$ cat src/rtl/srs_pkg.sv
package srs_pkg;
    localparam int WINDOW_DEF    = 6;
    localparam int SEQ_SPACE_DEF = 12;
    localparam int SEQ_W         = 4;
    localparam int MSG_BYTES     = 20;

    localparam logic [1:0] MODE_MSG   = 2'd0;
    localparam logic [1:0] MODE_ACK   = 2'd1;
    localparam logic [1:0] MODE_TIMER = 2'd2;

    localparam logic [1:0] TMR_NONE    = 2'd0;
    localparam logic [1:0] TMR_START   = 2'd1;
    localparam logic [1:0] TMR_STOP    = 2'd2;
    localparam logic [1:0] TMR_RESTART = 2'd3;

    localparam logic [2:0] ST_SENT      = 3'd0;
    localparam logic [2:0] ST_FULL      = 3'd1;
    localparam logic [2:0] ST_CORRUPT   = 3'd2;
    localparam logic [2:0] ST_ACK_EMPTY = 3'd3;
    localparam logic [2:0] ST_IGNORED   = 3'd4;
    localparam logic [2:0] ST_NEW_ACK   = 3'd5;
    localparam logic [2:0] ST_RESENT    = 3'd6;
    localparam logic [2:0] ST_NOTHING   = 3'd7;

    // controller -> datapath
    typedef struct packed {
        logic load;      // capture input item, clear sum
        logic sum_step;  // add one payload byte
        logic scan_clr;  // reset scan index to head
        logic scan_step; // advance scan index
        logic push;      // write new packet at tail
        logic mark;      // set acked flag of scanned packet
        logic pop;       // drop head packet
        logic emit_new;  // result: freshly pushed packet
        logic emit_scan; // result: packet at scan index
        logic emit_none; // result: no packet
        logic [1:0] timer;
        logic [2:0] status;
    } t_cmd;

    // datapath -> controller
    typedef struct packed {
        logic [1:0] mode;
        logic sum_done;
        logic full;
        logic empty;
        logic cks_ok;
        logic in_win;
        logic scan_end;
        logic scan_match;
        logic scan_acked;
        logic scan_is_head;
        logic head_acked;
        logic one_left;
    } t_sts;
endpackage

$ cat src/rtl/srs_datapath.sv
module srs_datapath #(
    parameter int WINDOW = srs_pkg::WINDOW_DEF
) (
    input  logic                i_clk,
    input  logic                i_rst_n,
    input  srs_pkg::t_cmd       i_cmd,
    output srs_pkg::t_sts       o_sts,
    input  logic [1:0]          i_mode,
    input  logic signed [31:0]  i_ack_seq_field,
    input  logic signed [31:0]  i_ack_number,
    input  logic signed [31:0]  i_ack_checksum,
    input  logic [63:0]         i_payload_low,
    input  logic [63:0]         i_payload_mid,
    input  logic [31:0]         i_payload_high,
    output logic [srs_pkg::SEQ_W-1:0] o_send_seq,
    output logic                o_send_valid,
    output logic signed [31:0]  o_send_checksum,
    output logic [63:0]         o_send_payload_low,
    output logic [63:0]         o_send_payload_mid,
    output logic [31:0]         o_send_payload_high,
    output logic [1:0]          o_timer_action,
    output logic [2:0]          o_status
);
    localparam int SEQ_SPACE = srs_pkg::SEQ_SPACE_DEF;
    localparam int SW = srs_pkg::SEQ_W;
    localparam int PW = (WINDOW > 1) ? $clog2(WINDOW) : 1;
    localparam int CW = $clog2(WINDOW + 1);
    localparam int AW = (SEQ_SPACE > 1) ? $clog2(SEQ_SPACE) : 1;
    localparam int BW = $clog2(srs_pkg::MSG_BYTES + 1);

    logic [SW-1:0] r_slot_seq [WINDOW];
    logic [31:0]   r_slot_cks [WINDOW];
    logic [63:0]   r_slot_lo  [WINDOW];
    logic [63:0]   r_slot_mid [WINDOW];
    logic [31:0]   r_slot_hi  [WINDOW];
    logic [SEQ_SPACE-1:0] r_acked;
    logic [PW-1:0] r_head, r_tail, r_scan;
    logic [CW-1:0] r_outst, r_scan_cnt;
    logic [SW-1:0] r_next_seq;

    logic [1:0]    r_mode;
    logic [31:0]   r_ack_seq, r_ack_num, r_ack_cks;
    logic [159:0]  r_pl;
    logic [31:0]   r_sum;
    logic [BW-1:0] r_byte;

    function automatic logic [PW-1:0] wrap_inc(input logic [PW-1:0] v);
        logic [PW-1:0] res;
        if ({{(32-PW){1'b0}}, v} == WINDOW - 1) res = '0;
        else res = v + 1'b1;
        return res;
    endfunction

    logic [7:0]  cur_byte;
    logic [31:0] ack_cks, new_cks;
    logic [AW-1:0] scan_idx, head_idx;
    logic signed [32:0] sf, sl, an;
    logic [SW-1:0] seq_inc;

    // sequence numbers stay below SEQ_SPACE, so they index the flags directly
    assign cur_byte = r_pl[{r_byte[BW-1:0], 3'b000} +: 8];
    assign ack_cks  = r_ack_seq + r_ack_num + r_sum;
    assign new_cks  = {{(32-SW){1'b0}}, r_next_seq} + 32'hFFFF_FFFF + r_sum;
    assign scan_idx = AW'(r_slot_seq[r_scan]);
    assign head_idx = AW'(r_slot_seq[r_head]);
    assign sf = $signed({{(33-SW){1'b0}}, r_slot_seq[r_head]});
    assign sl = $signed({{(33-SW){1'b0}}, r_slot_seq[r_tail]});
    assign an = $signed({r_ack_num[31], r_ack_num});
    assign seq_inc = ({{(32-SW){1'b0}}, r_next_seq} == SEQ_SPACE - 1) ? '0
                   : r_next_seq + 1'b1;

    always_comb begin
        o_sts.mode         = r_mode;
        o_sts.sum_done     = ({{(32-BW){1'b0}}, r_byte} == srs_pkg::MSG_BYTES);
        o_sts.full         = ({{(32-CW){1'b0}}, r_outst} >= WINDOW);
        o_sts.empty        = (r_outst == '0);
        o_sts.cks_ok       = (ack_cks == r_ack_cks);
        o_sts.in_win       = (sf <= sl) ? (an >= sf && an <= sl) : (an >= sf || an <= sl);
        o_sts.scan_end     = (r_scan_cnt == r_outst);
        o_sts.scan_match   = (an == $signed({{(33-SW){1'b0}}, r_slot_seq[r_scan]}));
        o_sts.scan_acked   = r_acked[scan_idx];
        o_sts.scan_is_head = (r_scan == r_head);
        o_sts.head_acked   = r_acked[head_idx];
        o_sts.one_left     = (r_outst == CW'(1));
    end

    always_ff @(posedge i_clk) begin
        if (i_cmd.load) begin
            r_ack_seq <= i_ack_seq_field;
            r_ack_num <= i_ack_number;
            r_ack_cks <= i_ack_checksum;
            r_pl      <= {i_payload_high, i_payload_mid, i_payload_low};
            r_sum     <= '0;
        end else if (i_cmd.sum_step) begin
            r_sum <= r_sum + {{24{cur_byte[7]}}, cur_byte};
        end
        if (i_cmd.push) begin
            r_slot_seq[wrap_inc(r_tail)] <= r_next_seq;
            r_slot_cks[wrap_inc(r_tail)] <= new_cks;
            r_slot_lo[wrap_inc(r_tail)]  <= r_pl[63:0];
            r_slot_mid[wrap_inc(r_tail)] <= r_pl[127:64];
            r_slot_hi[wrap_inc(r_tail)]  <= r_pl[159:128];
        end
        if (i_cmd.emit_new) begin
            o_send_seq          <= r_next_seq;
            o_send_checksum     <= new_cks;
            o_send_payload_low  <= r_pl[63:0];
            o_send_payload_mid  <= r_pl[127:64];
            o_send_payload_high <= r_pl[159:128];
        end else if (i_cmd.emit_scan) begin
            o_send_seq          <= r_slot_seq[r_scan];
            o_send_checksum     <= r_slot_cks[r_scan];
            o_send_payload_low  <= r_slot_lo[r_scan];
            o_send_payload_mid  <= r_slot_mid[r_scan];
            o_send_payload_high <= r_slot_hi[r_scan];
        end else if (i_cmd.emit_none) begin
            o_send_seq          <= '0;
            o_send_checksum     <= '0;
            o_send_payload_low  <= '0;
            o_send_payload_mid  <= '0;
            o_send_payload_high <= '0;
        end
        if (i_cmd.emit_new || i_cmd.emit_scan || i_cmd.emit_none) begin
            o_timer_action <= i_cmd.timer;
            o_status       <= i_cmd.status;
        end
    end

    always_ff @(posedge i_clk) begin
        if (!i_rst_n) begin
            r_acked      <= '0;
            r_head       <= '0;
            r_tail       <= PW'(WINDOW - 1);
            r_outst      <= '0;
            r_next_seq   <= '0;
            r_scan       <= '0;
            r_scan_cnt   <= '0;
            r_byte       <= '0;
            r_mode       <= srs_pkg::MODE_MSG;
            o_send_valid <= 1'b0;
        end else begin
            if (i_cmd.load) begin
                r_mode <= i_mode;
                r_byte <= '0;
            end else if (i_cmd.sum_step) begin
                r_byte <= r_byte + 1'b1;
            end
            if (i_cmd.scan_clr) begin
                r_scan     <= r_head;
                r_scan_cnt <= '0;
            end else if (i_cmd.scan_step) begin
                r_scan     <= wrap_inc(r_scan);
                r_scan_cnt <= r_scan_cnt + 1'b1;
            end
            if (i_cmd.push) begin
                r_tail   <= wrap_inc(r_tail);
                r_outst  <= r_outst + 1'b1;
                r_acked[AW'(r_next_seq)] <= 1'b0;
                r_next_seq <= seq_inc;
            end
            if (i_cmd.mark) r_acked[scan_idx] <= 1'b1;
            if (i_cmd.pop) begin
                r_head  <= wrap_inc(r_head);
                r_outst <= r_outst - 1'b1;
            end
            if (i_cmd.emit_new || i_cmd.emit_scan) o_send_valid <= 1'b1;
            else if (i_cmd.emit_none) o_send_valid <= 1'b0;
        end
    end
endmodule

$ cat src/rtl/srs_ctrl.sv
module srs_ctrl (
    input  logic          i_clk,
    input  logic          i_rst_n,
    input  logic          i_valid,
    output logic          o_stall,
    output logic          o_valid,
    input  logic          i_stall,
    input  srs_pkg::t_sts i_sts,
    output srs_pkg::t_cmd o_cmd
);
    localparam logic [2:0] S_IDLE  = 3'd0;
    localparam logic [2:0] S_SUM   = 3'd1;
    localparam logic [2:0] S_DISP  = 3'd2;
    localparam logic [2:0] S_SCAN  = 3'd3;
    localparam logic [2:0] S_SLIDE = 3'd4;
    localparam logic [2:0] S_OUT   = 3'd5;

    logic [2:0] r_state, n_state;
    logic       r_valid, n_valid;
    logic       accept;

    assign o_stall = (r_state != S_IDLE);
    assign accept  = i_valid && (r_state == S_IDLE);
    assign o_valid = r_valid;

    always_comb begin
        n_state = r_state;
        n_valid = r_valid && i_stall;
        o_cmd   = '0;
        unique case (r_state)
            S_IDLE: begin
                if (accept) begin
                    o_cmd.load = 1'b1;
                    n_state = S_SUM;
                end
            end
            S_SUM: begin
                // hold the decision while the previous result is still waiting
                if (!i_sts.sum_done) o_cmd.sum_step = 1'b1;
                else if (!r_valid || !i_stall) n_state = S_DISP;
            end
            S_DISP: begin
                o_cmd.scan_clr = 1'b1;
                n_state = S_OUT;
                unique case (i_sts.mode)
                    srs_pkg::MODE_MSG: begin
                        if (i_sts.full) begin
                            o_cmd.emit_none = 1'b1;
                            o_cmd.status = srs_pkg::ST_FULL;
                        end else begin
                            o_cmd.push = 1'b1;
                            o_cmd.emit_new = 1'b1;
                            o_cmd.status = srs_pkg::ST_SENT;
                            o_cmd.timer = i_sts.empty ? srs_pkg::TMR_START
                                                      : srs_pkg::TMR_NONE;
                        end
                    end
                    srs_pkg::MODE_ACK: begin
                        if (!i_sts.cks_ok) begin
                            o_cmd.emit_none = 1'b1;
                            o_cmd.status = srs_pkg::ST_CORRUPT;
                        end else if (i_sts.empty) begin
                            o_cmd.emit_none = 1'b1;
                            o_cmd.status = srs_pkg::ST_ACK_EMPTY;
                        end else if (!i_sts.in_win) begin
                            o_cmd.emit_none = 1'b1;
                            o_cmd.status = srs_pkg::ST_IGNORED;
                        end else n_state = S_SCAN;
                    end
                    srs_pkg::MODE_TIMER: begin
                        if (i_sts.empty) begin
                            o_cmd.emit_none = 1'b1;
                            o_cmd.status = srs_pkg::ST_NOTHING;
                        end else n_state = S_SCAN;
                    end
                    default: begin
                        o_cmd.emit_none = 1'b1;
                        o_cmd.status = srs_pkg::ST_IGNORED;
                    end
                endcase
            end
            S_SCAN: begin
                if (i_sts.scan_end) begin
                    o_cmd.emit_none = 1'b1;
                    n_state = S_OUT;
                    if (i_sts.mode == srs_pkg::MODE_ACK) begin
                        o_cmd.status = srs_pkg::ST_IGNORED;
                    end else begin
                        o_cmd.status = srs_pkg::ST_NOTHING;
                        o_cmd.timer = srs_pkg::TMR_START;
                    end
                end else if (i_sts.mode == srs_pkg::MODE_ACK) begin
                    if (i_sts.scan_match && !i_sts.scan_acked) begin
                        o_cmd.mark = 1'b1;
                        if (i_sts.scan_is_head) n_state = S_SLIDE;
                        else begin
                            o_cmd.emit_none = 1'b1;
                            o_cmd.status = srs_pkg::ST_NEW_ACK;
                            n_state = S_OUT;
                        end
                    end else o_cmd.scan_step = 1'b1;
                end else begin
                    if (!i_sts.scan_acked) begin
                        o_cmd.emit_scan = 1'b1;
                        o_cmd.status = srs_pkg::ST_RESENT;
                        o_cmd.timer = srs_pkg::TMR_START;
                        n_state = S_OUT;
                    end else o_cmd.scan_step = 1'b1;
                end
            end
            S_SLIDE: begin
                if (!i_sts.empty && i_sts.head_acked) begin
                    o_cmd.pop = 1'b1;
                    if (i_sts.one_left) begin
                        o_cmd.emit_none = 1'b1;
                        o_cmd.status = srs_pkg::ST_NEW_ACK;
                        o_cmd.timer = srs_pkg::TMR_STOP;
                        n_state = S_OUT;
                    end
                end else begin
                    o_cmd.emit_none = 1'b1;
                    o_cmd.status = srs_pkg::ST_NEW_ACK;
                    o_cmd.timer = i_sts.empty ? srs_pkg::TMR_STOP
                                              : srs_pkg::TMR_RESTART;
                    n_state = S_OUT;
                end
            end
            S_OUT: begin
                if (!r_valid || !i_stall) begin
                    n_valid = 1'b1;
                    n_state = S_IDLE;
                end
            end
            default: n_state = S_IDLE;
        endcase
    end

    always_ff @(posedge i_clk) begin
        if (!i_rst_n) begin
            r_state <= S_IDLE;
            r_valid <= 1'b0;
        end else begin
            r_state <= n_state;
            r_valid <= n_valid;
        end
    end
endmodule

$ cat src/rtl/selective_repeat_sender.sv
// Selective Repeat ARQ sender. Each input item is one event (mode): a message to send, an
// arriving ACK, or a timer expiry; each gives exactly one result item carrying the sent
// packet (if any), a timer command and a status code. Events are handled one at a time:
// the payload bytes are summed through one shared adder, a decision step follows, a scan of
// the window walks one slot per cycle and a slide pops one packet per cycle, and a final
// step raises the result. The next item can be accepted in the same cycle as the result
// becomes valid. The input is stalled from acceptance until the result is registered, and
// while an earlier result is still held the new item waits after its summation until the
// output side takes that result.
module selective_repeat_sender #(
    parameter int WINDOW = srs_pkg::WINDOW_DEF
) (
    input  logic               i_clk,
    input  logic               i_rst_n,
    input  logic               i_valid,
    output logic               o_stall,
    input  logic [1:0]         i_mode,
    input  logic signed [31:0] i_ack_seq_field,
    input  logic signed [31:0] i_ack_number,
    input  logic signed [31:0] i_ack_checksum,
    input  logic [63:0]        i_payload_low,
    input  logic [63:0]        i_payload_mid,
    input  logic [31:0]        i_payload_high,
    output logic               o_valid,
    input  logic               i_stall,
    output logic               o_send_valid,
    output logic [3:0]         o_send_seq,
    output logic signed [31:0] o_send_checksum,
    output logic [63:0]        o_send_payload_low,
    output logic [63:0]        o_send_payload_mid,
    output logic [31:0]        o_send_payload_high,
    output logic [1:0]         o_timer_action,
    output logic [2:0]         o_status
);
    srs_pkg::t_cmd cmd;
    srs_pkg::t_sts sts;

    srs_ctrl u_ctrl (
        .i_clk   (i_clk),
        .i_rst_n (i_rst_n),
        .i_valid (i_valid),
        .o_stall (o_stall),
        .o_valid (o_valid),
        .i_stall (i_stall),
        .i_sts   (sts),
        .o_cmd   (cmd)
    );

    srs_datapath #(.WINDOW(WINDOW)) u_dp (
        .i_clk               (i_clk),
        .i_rst_n             (i_rst_n),
        .i_cmd               (cmd),
        .o_sts               (sts),
        .i_mode              (i_mode),
        .i_ack_seq_field     (i_ack_seq_field),
        .i_ack_number        (i_ack_number),
        .i_ack_checksum      (i_ack_checksum),
        .i_payload_low       (i_payload_low),
        .i_payload_mid       (i_payload_mid),
        .i_payload_high      (i_payload_high),
        .o_send_seq          (o_send_seq),
        .o_send_valid        (o_send_valid),
        .o_send_checksum     (o_send_checksum),
        .o_send_payload_low  (o_send_payload_low),
        .o_send_payload_mid  (o_send_payload_mid),
        .o_send_payload_high (o_send_payload_high),
        .o_timer_action      (o_timer_action),
        .o_status            (o_status)
    );
endmodule

$ cat config.mk
export PLATFORM = sky130hd
export DESIGN_NAME = selective_repeat_sender
export DESIGN_NICKNAME = d
export VERILOG_FILES = /design/src/rtl/srs_pkg.sv /design/src/rtl/srs_datapath.sv /design/src/rtl/srs_ctrl.sv /design/src/rtl/selective_repeat_sender.sv
export SDC_FILE = /design/constraint.sdc
export NUM_CORES = 2
export LEC_CHECK = 0
export BUFFER_PORTS_ARGS = -buffer_cell sky130_fd_sc_hd__buf_2
export CAP_MARGIN = 30
export CORE_MARGIN = 4
export CORE_UTILIZATION = 55
export CTS_CLUSTER_DIAMETER = 40
export DETAILED_ROUTE_END_ITERATION = 10
export GPL_TIMING_DRIVEN = 0
export PLACE_DENSITY_LB_ADDON = 0.2
export SYNTH_ARGS = -nofsm -noshare
export SYNTH_HDL_FRONTEND = slang
export SYNTH_SLANG_ARGS = --single-unit
$ cat constraint.sdc
create_clock -name i_clk -period 24 [get_ports i_clk]
set_input_delay 4.8 -clock i_clk [delete_from_list [all_inputs] [get_ports i_clk]]
set_output_delay 4.8 -clock i_clk [all_outputs]
set_load 0.01 [all_outputs]
==> impl_metrics.toml <==
[outcome]
status = "finished clean"

[power]
comb_power_share_pct = 27.6
seqPwrFrac_pct = 41.3
ir_drop_v = 0.0000893
power.share.switching_pct = 32.8
intPower_mw = 6.90
powerDensity_nw_per_um2 = 121
clkPwrFrac_pct = 31.1
power_switching_mw = 3.37
p_leak_nw = 28.8
p_total_mw = 10.3

[cts]
cts_resized = 0
cts_max_level = 4
cts_buffer_depth = 3
cts_root_buffer = "clkbuf_16"
cts_sinks = 1717
clock_latency_ns = 0.81
postCtsSetupBuffers = 0
cts_hold_buf = 0
path_clk_slew_ns = 0.06
cts_tree = "built"
cts_buffers = 208

[floorplanning]
ios = 466
die_y_um = 368
start_util_pct = 55.6
coreArea_um2 = 128000
die_area_um2 = 135000
rows = 131
die_w_um = 368

[drt]
ant_nets = 0
drtIter0Drc = 4546
vias = 42721
vias_per_cell = 5.98
drt-total-wl_um = 190000
first_pass_iters = 5
routedWlPerCell_um = 26.6
route.detailed.drc = 0

[grt]
grtUsageTotal_pct = 27.9
grt_max_degree = 73
grt_pass1_wl_um = 279000
antenna_found_initial = 5
overflow = 0
grt_pass1_vias = 42891

[sta]
min_period_ns = 6.81
slew_headroom_pct = 29.2
report.final.slew_viol_count = 0
tightest_slew_ns = 1.05
max_freq_mhz = 147
layout_setup_ws_ns = 17.19
hold_violations = 0
finalClockSkew_ns = 0.0312
setup_viol = 0
rsz0062_at_grt = "false"
fin_crit_sh_pct = 28.4
tns_ns = 0

[worst_setup_path]
crit_path_start_kind = "register"
cp.arrival_ns = 2.01
worst_setup_path_end_kind = "output pin"
cp_slowest_cell = "clkbuf_1"
worst_ep_required_time_ns = 19.20
critical_path.top_delay_family = "buffers and inverters"
crit_chain = "clkbuf_1, nor3_1, inv_1, buf_2"
slowest_delay_ns = 0.55
path_max_fanout = 10
cp_num_buf_inv = 3
crit_type = "register to output pin"

[logic_synthesis]
syn_area_um2 = 71200
synth-seq-cells = 1717
async_flop_share_pct = 0
yosys.area.top_type_share_pct = 68.8
syn-num-nets = 4804
synthTopCellsByArea = "edfxtp_1 (69%), mux4_2 (8.0%), mux2i_1 (3.0%)"
ys_seq_area_share_pct = 71.2
synthTopCellsByCount = "edfxtp_1 (1633), a21oi_1 (344), nand2_1 (344), nor2_1 (287), o21ai_0 (259)"
ys_warn_count = 0
synthFlopType = "edfxtp_1"
syn_avg_cell_area_um2 = 16.2
synth_cell_type_count = 78
postSynthCellCount = 4389
synth_top_area_cell = "edfxtp_1"
synth-edff-count = 1633
yosysMostFrequentCell = "edfxtp_1"

[layout]
areaGrowthSynthToFinish_pct = 19.3
drive_gt1_share_pct = 23.5
fillers = 8830
final_cell_count_no_fill = 7143
final_nets = 5657

[place]
place_congestion = 0.890
dp_hpwl_um = 135000
dpl_worst_slack_ns = 17.26
io_buffers = 464
placed_cells = 6749

[job]
cap_violations = 0

[worst_hold_path]
worstHoldPathType = "register to register"
-- registers in the layout (all words and copies together) (netlist names), 5 cells and up, named ones only --
register,cells
u_dp.o_send_checksum,32
u_dp.o_send_payload_high,32
u_dp.o_send_payload_low,64
u_dp.o_send_payload_mid,64
u_dp.r_ack_cks,32
u_dp.r_ack_num,32
u_dp.r_ack_seq,32
u_dp.r_acked,12
u_dp.r_byte,5
u_dp.r_pl,160
u_dp.r_slot_cks,192
u_dp.r_slot_hi,192
u_dp.r_slot_lo,384
u_dp.r_slot_mid,384
u_dp.r_slot_seq,24
u_dp.r_sum,32
-- cells in the final DEF, fill, tap and decap left out, types with 20 or more instances in the layout --
cell type,count
clkbuf_16,213
a31oi_1,20
ha_1,119
buf_2,471
nor3_1,34
buf_8,37
o21bai_1,21
edfxtp_1,1633
o21ai_0,259
clkinv_1,29
xnor2_1,76
buf_1,47
nand4_1,23
a21o_1,35
clkbuf_1,176
inv_6,26
nand2_1,344
mux2i_1,215
dfxtp_1,84
nand3_1,33
a21oi_1,344
inv_1,64
xor2_1,45
bufinv_16,26
mux4_2,253
nor2_1,287
buf_4,64
fa_1,34
buf_6,65
-- area by class of cell --
class / count / area (um2) / area share, %
buffer: 209 / 798 / 0.939
tap: 1729 / 2160 / 2.54
clock buffer: 236 / 5430 / 6.38
inverter: 64 / 240 / 0.283
antenna: 2 / 5.00 / 0.00589
timing repair buffer: 643 / 4420 / 5.20
multi-input combinational: 2399 / 19500 / 23.0
sequential: 1717 / 50700 / 59.7
clock inverter: 144 / 1700 / 1.99
-- metrics by stage --
step                      utilization (%)  area (um2)  hold WS, ns
after floorplan                         -       71200        0.439
final                                66.3       85000        0.453
after detailed placement             60.6       77700        0.446
after global placement               59.1       75700        0.442
after CTS                            66.2       84800        0.455
after global routing                 66.3       85000        0.490
-- power by group through the flow --
stage | Sequential, mW | Combinational (mW) | Clock (mW)
after CTS | 4.24 | 2.81 | 3.24
final | 4.24 | 2.83 | 3.20
after floorplan | 4.30 | 1.76 | 0
after global routing | 4.27 | 3.06 | 3.38
after global placement | 4.43 | 2.70 | 0
after detailed placement | 4.29 | 2.79 | 0
-- worst paths after layout --
path / from / to / slack [ns] / cells after the start
min: u_dp.o_send_valid$_SDFFE_PN0P_ / u_dp.o_send_valid$_SDFFE_PN0P_ / 0.45 / 2
max: u_ctrl.r_state[2]$_SDFFE_PN0P_ / o_stall / 17.19 / 4
max reg2reg: u_dp.r_ack_num[1]$_DFFE_PP_ / u_dp.o_send_payload_mid[11]$_DFFE_PP_ / 17.39 / 16
min reg2reg: u_dp.o_send_valid$_SDFFE_PN0P_ / u_dp.o_send_valid$_SDFFE_PN0P_ / 0.45 / 2
-- worst min-delay path, cell delays in order, from the launching register on --
cell	delay, ns
dfxtp_1	0.30
nand2_1	0.05
o21ai_1	0.05
-- logic make-up (layout without fill, tap and decap cells) --
family,after synthesis,after routing,synth area share (%)
flip-flops,1717,1717,71.2
AND/OR/NAND/NOR,839,839,5.14
AO/OA/AOI/OAI,807,807,6.46
multiplexers,479,479,11.2
buffers and inverters,273,1296,1.45
adder cells (fa/ha/maj),153,153,3.05
XOR/XNOR,121,121,1.49
other,0,2,0
-- routing by layer --
metal	global-route usage (%)	up-vias	part of all wire, %
li1	-	18889	-
met2	46.2	2013	49
met4	9.71	4	3.4
met3	6.03	361	8.5
met5	0	-	0.014
met1	37.0	21454	39
(Power assumes the default switching activity.)
